--- src/sv/skfb_pkg.sv ---
// ----------------------------------------------------------------------------
// skfb_pkg
// Types and constants shared by the scalar Kalman filter bank.
// ----------------------------------------------------------------------------
`default_nettype none

package skfb_pkg;

   localparam int GAIN_BITS = 16;
   localparam logic [16:0] GAIN_ONE = 17'h10000;

   localparam logic CMD_INIT   = 1'b0;
   localparam logic CMD_UPDATE = 1'b1;

   typedef struct packed {
      logic               command;
      logic [3:0]         channel;
      logic signed [31:0] value;
      logic [31:0]        process_noise;
      logic [31:0]        measure_noise;
   } req_type;

   typedef struct packed {
      logic [3:0]         out_channel;
      logic signed [31:0] estimate;
      logic [16:0]        gain;
   } rsp_type;

   // controller -> datapath
   typedef struct packed {
      logic load;       // capture request, read channel state
      logic prep;       // form p + q and denominator
      logic div_start;  // begin gain division
      logic corr;       // multiply for correction and variance
      logic commit;     // write state, form result
   } cmd_type;

   // datapath -> controller
   typedef struct packed {
      logic div_done;
      logic is_update;
   } sts_type;

endpackage

`default_nettype wire

--- src/sv/skfb_ctrl.sv ---
// ----------------------------------------------------------------------------
// skfb_ctrl
// Sequencer: accept a request, step the datapath, hold the response.
// ----------------------------------------------------------------------------
`default_nettype none

module skfb_ctrl (
   input  wire logic             clock,
   input  wire logic             reset,
   input  wire logic             req_valid,
   output logic                  req_stall,
   output logic                  rsp_valid,
   input  wire logic             rsp_stall,
   input  wire skfb_pkg::sts_type sts,
   output skfb_pkg::cmd_type     cmd
);

   typedef enum logic [2:0] {
      ST_IDLE, ST_READ, ST_PREP, ST_DIV, ST_MUL, ST_COMMIT, ST_RSP
   } state_type;

   state_type state_ff, state_in;
   logic      rsp_valid_ff, rsp_valid_in;

   always_comb begin
      state_in     = state_ff;
      rsp_valid_in = rsp_valid_ff;
      cmd          = '0;
      case (state_ff)
         ST_IDLE: begin
            if (req_valid) begin
               cmd.load = 1'b1;
               state_in = ST_READ;
            end
         end
         ST_READ: state_in = ST_PREP;
         ST_PREP: begin
            cmd.prep = 1'b1;
            if (sts.is_update) begin
               state_in = ST_DIV;
            end else begin
               state_in = ST_COMMIT;
            end
         end
         ST_DIV: begin
            if (sts.div_done) begin
               state_in = ST_MUL;
            end
         end
         ST_MUL: begin
            cmd.corr = 1'b1;
            state_in = ST_COMMIT;
         end
         ST_COMMIT: begin
            cmd.commit   = 1'b1;
            rsp_valid_in = 1'b1;
            state_in     = ST_RSP;
         end
         ST_RSP: begin
            if (!rsp_stall) begin
               rsp_valid_in = 1'b0;
               state_in     = ST_IDLE;
            end
         end
         default: state_in = ST_IDLE;
      endcase
      cmd.div_start = (state_ff == ST_PREP) && sts.is_update;
   end

   always_ff @(posedge clock) begin
      if (reset) begin
         state_ff     <= ST_IDLE;
         rsp_valid_ff <= 1'b0;
      end else begin
         state_ff     <= state_in;
         rsp_valid_ff <= rsp_valid_in;
      end
   end

   assign req_stall = (state_ff != ST_IDLE);
   assign rsp_valid = rsp_valid_ff;

   a_rsp_only_in_rsp: assert property (@(posedge clock) disable iff (reset)
      rsp_valid_ff |-> state_ff == ST_RSP) else $error("response outside ST_RSP");
   a_one_accept: assert property (@(posedge clock) disable iff (reset)
      cmd.load |=> req_stall) else $error("second request accepted");
   a_commit_then_rsp: assert property (@(posedge clock) disable iff (reset)
      cmd.commit |=> rsp_valid) else $error("commit without response");

endmodule

`default_nettype wire

--- config.mk ---
export PLATFORM = sky130hd
export DESIGN_NAME = skfb_ctrl
export DESIGN_NICKNAME = d
export VERILOG_FILES = /design/src/sv/skfb_pkg.sv /design/src/sv/skfb_ctrl.sv
export SDC_FILE = /design/constraint.sdc
export NUM_CORES = 1
export LEC_CHECK = 0
export ABC_AREA = 1
export BUFFER_PORTS_ARGS = -buffer_cell sky130_fd_sc_hd__clkbuf_2
export CORE_AREA = 2 2 39 41
export DETAILED_ROUTE_END_ITERATION = 10
export DIE_AREA = 0 0 41 43
export SETUP_SLACK_MARGIN = 0.1
export SLEW_MARGIN = 40
export SYNTH_ARGS = -nofsm -noshare
export SYNTH_HDL_FRONTEND = slang
export SYNTH_SLANG_ARGS = --single-unit
export TNS_END_PERCENT = 100
--- constraint.sdc ---
create_clock -name clock -period 2.42 [get_ports clock]
set_input_delay 0.363 -clock clock [delete_from_list [all_inputs] [get_ports clock]]
set_output_delay 0.363 -clock clock [all_outputs]
set_load 0.02 [all_outputs]
Word-level counts from Yosys, hierarchy flattened
Index checks and enable logic that the tools add are counted.
{"block": "totals", "regBits": 4, "out_inout_bits": 7, "in_bits": 6, "word_cells": 29}
{"block": "op_classes", "reduce_logical": 6, "mux": 12, "n_eq_ne": 9}
{"operator": "one-hot mux 3 bit (7 select lines)", "n": 1}
{"operator": "2-to-1 mux 3 bit", "n": 4}
{"operator": "== test 3 bit, second input constant", "n": 3}
{"operator": "== test 3 x 2 -> 1 bit, second input constant", "n": 2}
{"operator": "2-to-1 mux 1 bit", "n": 6}
{"operator": "inequality test 2 bit, second input constant", "n": 3}
{"operator": "== test 3 x 1 -> 1 bit, second input constant", "n": 1}
{"operator": "logical NOT 3 bit", "n": 1}
{"operator": "AND reduction 3 bit", "n": 1}
{"operator": "nonzero test 3 bit", "n": 1}
{"operator": "one-hot mux 1 bit (2 select lines)", "n": 1}
{"operator": "AND reduction 2 bit", "n": 1}
{"operator": "nonzero test 2 bit", "n": 1}
{"operator": "logical AND 1 bit", "n": 1}

Depth between registers and ports, before layout
Gate-level depths: netlist of run 1.
{"block": "depth", "word_depth": 3, "depth_mapped": 7, "mapped_depth_nobuf": 7}

Worst setup path before layout of run 1
OpenSTA, ideal clock, no wires.
{"block": "synth_path", "path_type": "reg2out", "startpoint": "reg state_ff[0]", "endpoint": "out cmd[4] (netlist name)", "setup_slack_ns": 1.113, "required_ns": 2.057, "stages_incl_launch_ff": 4, "path_buffers": 0, "t_arrival_ns": 0.944, "cell_sequence": "dfxtp_1 > inv_2 > nand3_2 > nor2_1"}
{"item": "from (decl)", "line": "skfb_ctrl.sv:22", "rtl": "state_type state_ff, state_in;"}
{"item": "from (signal assigned)", "line": "skfb_ctrl.sv:75", "rtl": "state_ff <= state_in;"}
{"item": "to (decl)", "line": "skfb_ctrl.sv:15", "rtl": "output skfb_pkg::cmd_type cmd"}

==> flow_metrics.py, run 1 <==
metrics = {
    "die": {
        "die_h_um": 43,
        "dieArea_mm2": 0.001763,
        "io_pins": 13,
        "rows": 14,
        "core_area_mm2": 0.001384,
        "die_x_um": 41,
        "start_util": 0.1763,
    },
    "status": {
        "run_status": "completed",
    },
    "synthesis": {
        "synth.net_count": 45,
        "synth_cell_types": 14,
        "async_reset_ff_frac": 0,
        "synth.cell_area_um2": 244.0,
        "synthCells": 39,
        "synth.avg_cell_area_um2": 6.256,
        "synth_commonest_cells": "nand2_1, nor2_1, inv_1, dfxtp_1, nand3_1",
        "synth_area_leaders": "dfxtp_1, nand2_1, nor2_1, nand3_1, inv_1",
        "ys_seq_area_frac": 0.3282,
        "yosys_warnings": 0,
        "synth-main-ff-cell": "dfxtp_1",
        "synth_top_area_cell": "dfxtp_1",
        "yosysTopAreaCellShare": 0.3282,
        "ys_seq_elements": 4,
        "synth_edf_count": 0,
    },
    "timing": {
        "setup_viol": 0,
        "fin_crit_ps": 1554,
        "relSlewSlack": 0.8461,
        "setup_tns_ps": 0,
        "worstMarginPinSlew_ps": 230.6,
        "clock-skew-final_ps": 1.460,
        "rsz0062_at_grt": "false",
        "finalCritPeriodShare": 0.6421,
        "slew_violations": 0,
        "max_freq_ghz": 0.6436,
        "hold_viol": 0,
    },
    "min_path": {
        "holdPathStages": 2,
        "hold_start": "reset",
        "hold_class": "in -> reg",
        "min_to": "state_ff[2]",
    },
    "routing": {
        "drt_iter0_markers": 2,
        "drt_pass1_iterations": 4,
        "post-route-drc-count": 0,
        "via_count": 296,
        "wl_per_cell_um": 8.671,
        "finalWirelength_um": 607,
        "drtAntennaViolNets": 0,
        "vias_per_cell": 4.229,
    },
    "setup_path": {
        "critical_path.max_stage_delay_ps": 430,
        "cp-end-kind": "output port",
        "startpoint": "state_ff[0]",
        "setup.worst_path.class": "reg -> out",
        "r2r_slack_ps": 1340,
        "required_ps": 2060,
        "critPathArrivalTime_ps": 1190,
        "worstPathCellList": "inv_2 > nor2_1 > nand2_1 > inv_1 > clkbuf_2",
        "r2r_start": "state_ff[1]",
        "path_max_fanout": 6,
        "r2r_end": "state_ff[2]",
        "worst-path-stages": 5,
        "cp-start-kind": "flop",
        "path_buf_inv": 3,
        "ff2ff_path_depth": 7,
        "crit_family": "flip-flops",
        "crit_slowest_cell": "dfxtp_1",
    },
    "clock_tree": {
        "clock_latency_ps": 230,
        "cts.sinks": 4,
        "cts_max_path_buffers": 2,
        "postCtsHoldBufs": 0,
        "cts_tree": "yes",
        "cts_setup_buffers": 0,
        "clk_pin_slew_ps": 40,
        "htree_levels": 1,
        "numCtsBuffers": 3,
        "root_buffer": "clkbuf_4",
        "cts-resized-gates": 0,
    },
    "grt": {
        "grt_max_degree": 8,
        "antenna_found_initial": 0,
        "grt_pass1_vias": 253,
        "overflow": 0,
        "grt.total_usage": 0.08016,
        "grt_pass1_wl_um": 979,
    },
    "placed_design": {
        "portBuffers": 12,
        "hpwl_um": 507.9,
        "gp_routability_congestion": 0.8424,
        "postPlaceCellArea_um2": 324.1,
    },
    "cells_and_area": {
        "final_layout_size_suffix_gt1_frac": 0.3704,
        "design_area_um2": 346.6,
        "area_growth_pct": 42.05,
        "fin_nets": 62,
        "diodes": 0,
    },
    "power": {
        "leakage_uw": 0.0001904,
        "peakVddDrop_v": 0.0003546,
        "powerDensity_mw_per_mm2": 648.7,
    },
    "run": {
        "drv_cap": 0,
    },
}
final cells by class:
class	instances	area [um2]
fillers	165	1037
inverters	7	26.28
repair buffers	12	60.06
clock buffers	3	22.52
multi-input cells	28	137.6
flip-flops and latches	4	80.08
well taps	16	20.02
layout by cell type, fill, tap and decap left out, types with 2 or more instances in the layout:
cell type,netlist,final
clkbuf_4,0,3
inv_2,2,2
nand3_1,4,4
clkbuf_2,0,12
nand2_1,7,7
a21oi_1,2,2
dfxtp_1,4,4
nor2_1,7,7
inv_1,5,5
nor3_1,2,2
where the power goes:
group	internal [uW]	leakage, uW	switching [uW]
combinational	22.7	0.000144	41.7
sequential	72.0	0.0000327	9.09
clock	55.3	0.0000138	24.2
total	150	0.000190	74.9
per-stage QoR:
step	instances	setup WS (ps)	power [uW]	utilization	hold slack, ps
6_report	70	866.2	224.8	0.2505	344.5
5_1_grt	70	746.7	243.5	0.2505	344.9
3_3_place_gp	67	1122	146.8	0.2342	503.0
4_1_cts	70	868.8	228.7	0.2505	345.7
3_5_place_dp	67	1116	147.0	0.2342	492.3
2_1_floorplan	39	1113	125.5	-	432.1
worst register-to-register path, stage by stage, from the launching register on:
cell	delay [ps]
dfxtp_1	430
inv_2	80
nor2_1	130
nand2_1	80
nand2_1	100
nor2_1	50
nand2_1	50
a21oi_1	50
state kept, by name, indices dropped and copies added (netlist names):
| register | count |
|---|---|
| rsp_valid | 1 |
| state_ff | 3 |
worst max-delay path by stage:
stage	to	slack [ps]
5_1_grt	cmd[0]	750
4_1_cts	cmd[0]	870
2_1_floorplan	cmd[4]	1110
3_3_place_gp	cmd[0]	1120
6_report	cmd[0]	870
3_5_place_dp	cmd[0]	1120
layer usage:
metal  vias up  global-route usage  part of all wire
met4         0             0.04000             0.016
met3         2             0.03665             0.044
li1        158                   -                 -
met1       131             0.09904              0.45
met2         5              0.1125              0.49
met5         -                   0                 0
logic make-up after synthesis:
family,synth area share
buffers and inverters,0.1077
and+or+nand+nor,0.4719
AOI/OAI and AO/OA,0.09230
DFF,0.3282
No activity file was read; power rests on OpenSTA's default activity.
==> run 2: changes to the inputs <==
==> constraint.sdc (replaced) <==
create_clock -name clock -period 1.44 [get_ports clock]
set_input_delay 0.216 -clock clock [delete_from_list [all_inputs] [get_ports clock]]
set_output_delay 0.216 -clock clock [all_outputs]
set_load 0.02 [all_outputs]
==> flow_metrics.py, run 2 (synthesis gave the netlist of run 1 again) <==
metrics = {
    "power": {
        "clock_power_share": 0.342,
        "power_frac_comb": 0.307,
        "powerDensity_mw_per_mm2": 1025,
        "p_seq_frac": 0.350,
        "switching_share": 0.3378,
        "p_sw_uw": 134.3,
        "internal_power_uw": 263.3,
        "leakage_uw": 0.0002050,
        "peakVddDrop_v": 0.0003936,
    },
    "status": {
        "run_status": "completed",
    },
    "clock_tree": {
        "clock_latency_ps": 230,
        "cts.sinks": 4,
        "postCtsHoldBufs": 0,
        "clk_pin_slew_ps": 40,
        "numCtsBuffers": 3,
        "htree_levels": 1,
        "cts_tree": "yes",
        "root_buffer": "clkbuf_4",
        "cts_max_path_buffers": 2,
    },
    "setup_path": {
        "setup.worst_path.class": "reg -> out",
        "startpoint": "state_ff[2]",
        "ff2ff_path_depth": 7,
        "r2r_end": "state_ff[2]",
        "critPathArrivalTime_ps": 1070,
        "r2r_start": "state_ff[1]",
        "required_ps": 1220,
        "path_max_fanout": 4,
        "cp-start-kind": "flop",
        "cp-end-kind": "output port",
        "cp-endpoint": "cmd[2]",
        "r2r_slack_ps": 440,
    },
    "cells_and_area": {
        "final_layout_size_suffix_gt1_frac": 0.5000,
        "diodes": 0,
        "fin_nets": 64,
        "final_common_cell": "clkbuf_2",
        "final_cell_mix": "clkbuf_2, nor2_1, nand2_1",
        "area_growth_pct": 58.97,
        "top_register": "state_ff",
        "largest_reg_flops": 3,
    },
    "grt": {
        "gr-usage-met2": 0.1094,
        "busiest_layer": "met2",
        "met1_usage": 0.09554,
        "met3_usage": 0.01571,
        "antenna_found_initial": 0,
        "grt_pass1_wl_um": 945,
        "overflow": 0,
        "grt_max_degree": 8,
        "grt.total_usage": 0.08308,
        "grt_pass1_vias": 267,
    },
    "placed_design": {
        "gp_routability_congestion": 0.8299,
        "hpwl_um": 491.9,
        "portBuffers": 12,
    },
    "die": {
        "start_util": 0.1763,
        "die_h_um": 43,
        "io_pins": 13,
        "core_area_mm2": 0.001384,
        "die_x_um": 41,
        "dieArea_mm2": 0.001763,
        "rows": 14,
    },
    "routing": {
        "vias_per_cell": 4.333,
        "via_count": 312,
        "wl_per_cell_um": 9.417,
        "drt_pass1_iterations": 3,
        "finalWirelength_um": 678,
        "drtAntennaViolNets": 0,
        "drt_iter0_markers": 3,
        "post-route-drc-count": 0,
    },
    "timing": {
        "fin_crit_ps": 1285,
        "fin_hold_ws_ps": 191.3,
        "slew_violations": 0,
        "worstMarginPinSlew_ps": 219.9,
        "rsz0062_at_grt": "false",
        "max_freq_ghz": 0.7781,
        "hold_viol": 0,
        "finalCritPeriodShare": 0.8925,
        "setup_viol": 0,
        "relSlewSlack": 0.8525,
        "clock-skew-final_ps": 1.966,
        "setup_tns_ps": 0,
    },
    "run": {
        "drv_cap": 0,
    },
    "min_path": {
        "hold_class": "in -> reg",
    },
}
[run 2: cell count changes in the layout (fill, tap and decap cells not counted), sizes merged]
cell	change
buf	+5
clkbuf	-3
[run 2: worst min path at each step]
stage | cells after the start | to | slack (ps) | start
CTS | 2 | state_ff[1] | 180 | reset
finish | 2 | state_ff[2] | 190 | reset
global placement | 2 | state_ff[2] | 430 | reset
detailed placement | 2 | rsp_valid | 440 | reset
global route | 2 | state_ff[2] | 190 | reset
floorplan | 1 | rsp_valid | 290 | reset
[run 2: cell type report]
| cell class | instances | area, um2 |
|---|---|---|
| tap | 16 | 20.02 |
| inverter | 7 | 28.78 |
| multi-input combinational | 28 | 142.6 |
| clock buffer | 3 | 22.52 |
| fill | 162 | 996.0 |
| sequential | 4 | 91.34 |
| timing repair buffer | 14 | 82.58 |
[run 2: critical path, stage by stage, from the launching register on]
cell and delay (ps):
dfxtp_4 350, inv_4 70, nand2_2 50, nor3_2 200
buf_4 170
[run 2: routing by layer]
metal  vias up  wire (um)  share of wire
met4         0         10          0.015
met2         5        367           0.54
met3         2         24          0.035
met1       146        275           0.41
li1        159          -              -
met5         -          0              0
[run 2: power groups by stage]
stage	combinational [uW]	clock (uW)	sequential (uW)
after global routing	135	152	141
after CTS	111	144	138
after floorplan	75.2	0	136
after global placement	108	0	137
final	122	136	139
after detailed placement	109	0	138
[run 2: through the flow]
stage          setup WS (ps)  instance area (um2)    util  total power (uW)  cells
2_1_floorplan          280.0                244.0       -             210.8     39
3_3_place_gp           296.1                324.1  0.2342             245.5     67
3_5_place_dp           252.6                324.1  0.2342             247.1     67
4_1_cts                75.34                351.6  0.2541             393.2     70
5_1_grt                88.55                387.9  0.2803             427.9     72
6_report               154.8                387.9  0.2803             397.6     72
[run 2: what timing repair did]
action	CTS	global route
buffers inserted	0	2
pin swaps	0	1
endpoints found under the hold margin	0	0
resized for setup	4	12
endpoints found under the setup margin	2	3
==> run 3: changes to the inputs <==
--- a/config.mk
+++ b/config.mk
@@ -5,11 +5,11 @@
 export SDC_FILE = /design/constraint.sdc
 export NUM_CORES = 1
 export LEC_CHECK = 0
-export ABC_AREA = 1
 export BUFFER_PORTS_ARGS = -buffer_cell sky130_fd_sc_hd__clkbuf_2
 export CORE_AREA = 2 2 39 41
 export DETAILED_ROUTE_END_ITERATION = 10
 export DIE_AREA = 0 0 41 43
+export PLACE_DENSITY_LB_ADDON = 0.25
 export SETUP_SLACK_MARGIN = 0.1
 export SLEW_MARGIN = 40
 export SYNTH_ARGS = -nofsm -noshare
==> flow_metrics.py, run 3 <==
metrics = {
    "cells_and_area": {
        "largest_reg_flops": 3,
        "diodes": 0,
        "area_growth_pct": 64.26,
        "fin_nets": 61,
        "final_cell_mix": "buf_4, clkbuf_2, a21oi_1, clkbuf_4, dfxtp_4",
        "final_common_cell": "buf_4",
        "design_area_um2": 483.0,
        "final_layout_size_suffix_gt1_frac": 0.6792,
        "top_register": "state_ff",
    },
    "power": {
        "powerDensity_mw_per_mm2": 974.9,
        "internal_power_uw": 316.5,
        "power_frac_comb": 0.428,
        "leakage_uw": 0.0002213,
        "clock_power_share": 0.294,
        "p_sw_uw": 154.3,
        "switching_share": 0.3278,
        "peakVddDrop_v": 0.0004236,
        "p_seq_frac": 0.278,
    },
    "min_path": {
        "hold_class": "in -> reg",
        "holdPathStages": 2,
    },
    "setup_path": {
        "setup.worst_path.class": "reg -> out",
        "cp-start-kind": "flop",
        "path_max_fanout": 3,
        "critPathArrivalTime_ps": 1190,
        "cp-end-kind": "output port",
        "required_ps": 1220,
        "ff2ff_path_depth": 5,
    },
    "routing": {
        "finalWirelength_um": 748,
        "via_count": 317,
        "drt_pass1_iterations": 1,
        "wl_per_cell_um": 10.84,
        "drtAntennaViolNets": 0,
        "drt_iter0_markers": 0,
        "post-route-drc-count": 0,
        "vias_per_cell": 4.594,
    },
    "synthesis": {
        "ys_seq_elements": 4,
        "yosysTopAreaCellShare": 0.2723,
        "synthCells": 34,
        "yosys_warnings": 0,
        "synth.avg_cell_area_um2": 8.648,
        "synth_commonest_cells": "a21oi_1, dfxtp_1",
        "synth-main-ff-cell": "dfxtp_1",
        "synth.net_count": 40,
        "synth.cell_area_um2": 294.0,
        "synth_area_leaders": "dfxtp_1, buf_6, a21oi_1, a221oi_2, a211oi_2",
        "async_reset_ff_frac": 0,
        "synth_top_area_cell": "dfxtp_1",
        "synth_edf_count": 0,
        "synth_cell_types": 22,
        "ys_seq_area_frac": 0.2723,
    },
    "die": {
        "io_pins": 13,
        "core_area_mm2": 0.001384,
        "dieArea_mm2": 0.001763,
        "start_util": 0.2125,
        "rows": 14,
        "die_h_um": 43,
        "die_x_um": 41,
    },
    "clock_tree": {
        "clk_pin_slew_ps": 40,
        "root_buffer": "clkbuf_4",
        "htree_levels": 1,
        "cts_max_path_buffers": 2,
        "postCtsHoldBufs": 0,
        "cts_tree": "yes",
        "numCtsBuffers": 3,
        "cts.sinks": 4,
        "clock_latency_ps": 230,
    },
    "grt": {
        "grt_pass1_wl_mm": 1.117,
        "overflow": 0,
        "antenna_found_initial": 0,
        "grt_max_degree": 11,
        "grt_pass1_vias": 293,
        "grt.total_usage": 0.09729,
    },
    "timing": {
        "worstMarginPinSlew_ps": 210.6,
        "setup_viol": 0,
        "relSlewSlack": 0.8584,
        "hold_viol": 0,
        "finalCritPeriodShare": 0.9734,
        "clock-skew-final_ps": 1.239,
        "slew_violations": 0,
        "finalWorstSetupSlack_ps": 38.36,
        "fin_hold_ws_ps": 202.5,
        "max_freq_ghz": 0.7134,
        "fin_crit_ps": 1402,
        "rsz0062_at_grt": "true",
    },
    "placed_design": {
        "gp_routability_congestion": 0.7212,
        "place_ws_ps": 172.7,
        "portBuffers": 12,
        "postPlaceCellArea_um2": 354.1,
        "hpwl_um": 500.9,
    },
    "run": {
        "drv_cap": 0,
    },
    "status": {
        "run_status": "completed",
    },
}
run 3: changes by cell type after synthesis, moves of 2 or more:
cell	previous run	this run
nand2_1	7	2
nor2_1	7	2
inv_1	5	1
nand3_1	4	0
a21oi_1	2	4
buf_6	0	2
nand2b_1	0	2
run 3: repair_timing:
action,CTS,global route
pin swaps,3,3
resized for setup,12,11
setup endpoints to repair,6,6
setup buffers,3,3
run 3: metrics by stage:
step | TNS (ps) | instances | total power [uW] | util
finish | 0 | 69 | 470.8 | 0.3490
CTS | -17.59 | 66 | 444.2 | 0.3146
detailed placement | 0 | 60 | 272.8 | 0.2559
global route | 0 | 69 | 502.5 | 0.3490
global placement | 0 | 60 | 275.2 | 0.2559
floorplan | 0 | 34 | 244.9 | -
run 3: logic make-up after synthesis:
logic type,Yosys count,synth area share
AOI/OAI and AO/OA,11,0.3106
buffers and inverters,6,0.1404
DFF,4,0.2724
and+or+nand+nor,13,0.2766
run 3: final timing paths:
check | to | from | slack [ps]
min | state_ff[1] | reset | 200
min reg2reg | rsp_valid | rsp_valid | 510
max reg2reg | state_ff[1] | state_ff[0] | 130
max | cmd[4] | state_ff[1] | 40
run 3: cell type report:
type	instances	area, um2
clock buffer	3	22.52
sequential	4	91.34
timing repair buffer	19	143.9
inverter	3	11.26
fill	146	900.9
multi-input combinational	24	193.9
tap	16	20.02
run 3: metal layers:
layer	up-vias	global-route usage	part of all wire	routed length, um
li1	160	-	-	-
met1	145	0.1250	0.43	320
met2	10	0.1250	0.49	363
met3	2	0.03141	0.061	46
met4	0	0.08000	0.025	19
met5	-	0	0	0
run 3: worst max-delay path: stages, from the launching register on:
cell and delay, ps:
dfxtp_4 330, or3_4 410, nor2_4 100, buf_8 110
run 3: power by group through the flow:
stage / registers [uW] / clock network (uW) / logic, uW
6_report: 131 / 138 / 201
5_1_grt: 132 / 154 / 217
4_1_cts: 129 / 146 / 169
3_5_place_dp: 144 / 0 / 129
3_3_place_gp: 144 / 0 / 131
2_1_floorplan: 128 / 0 / 117
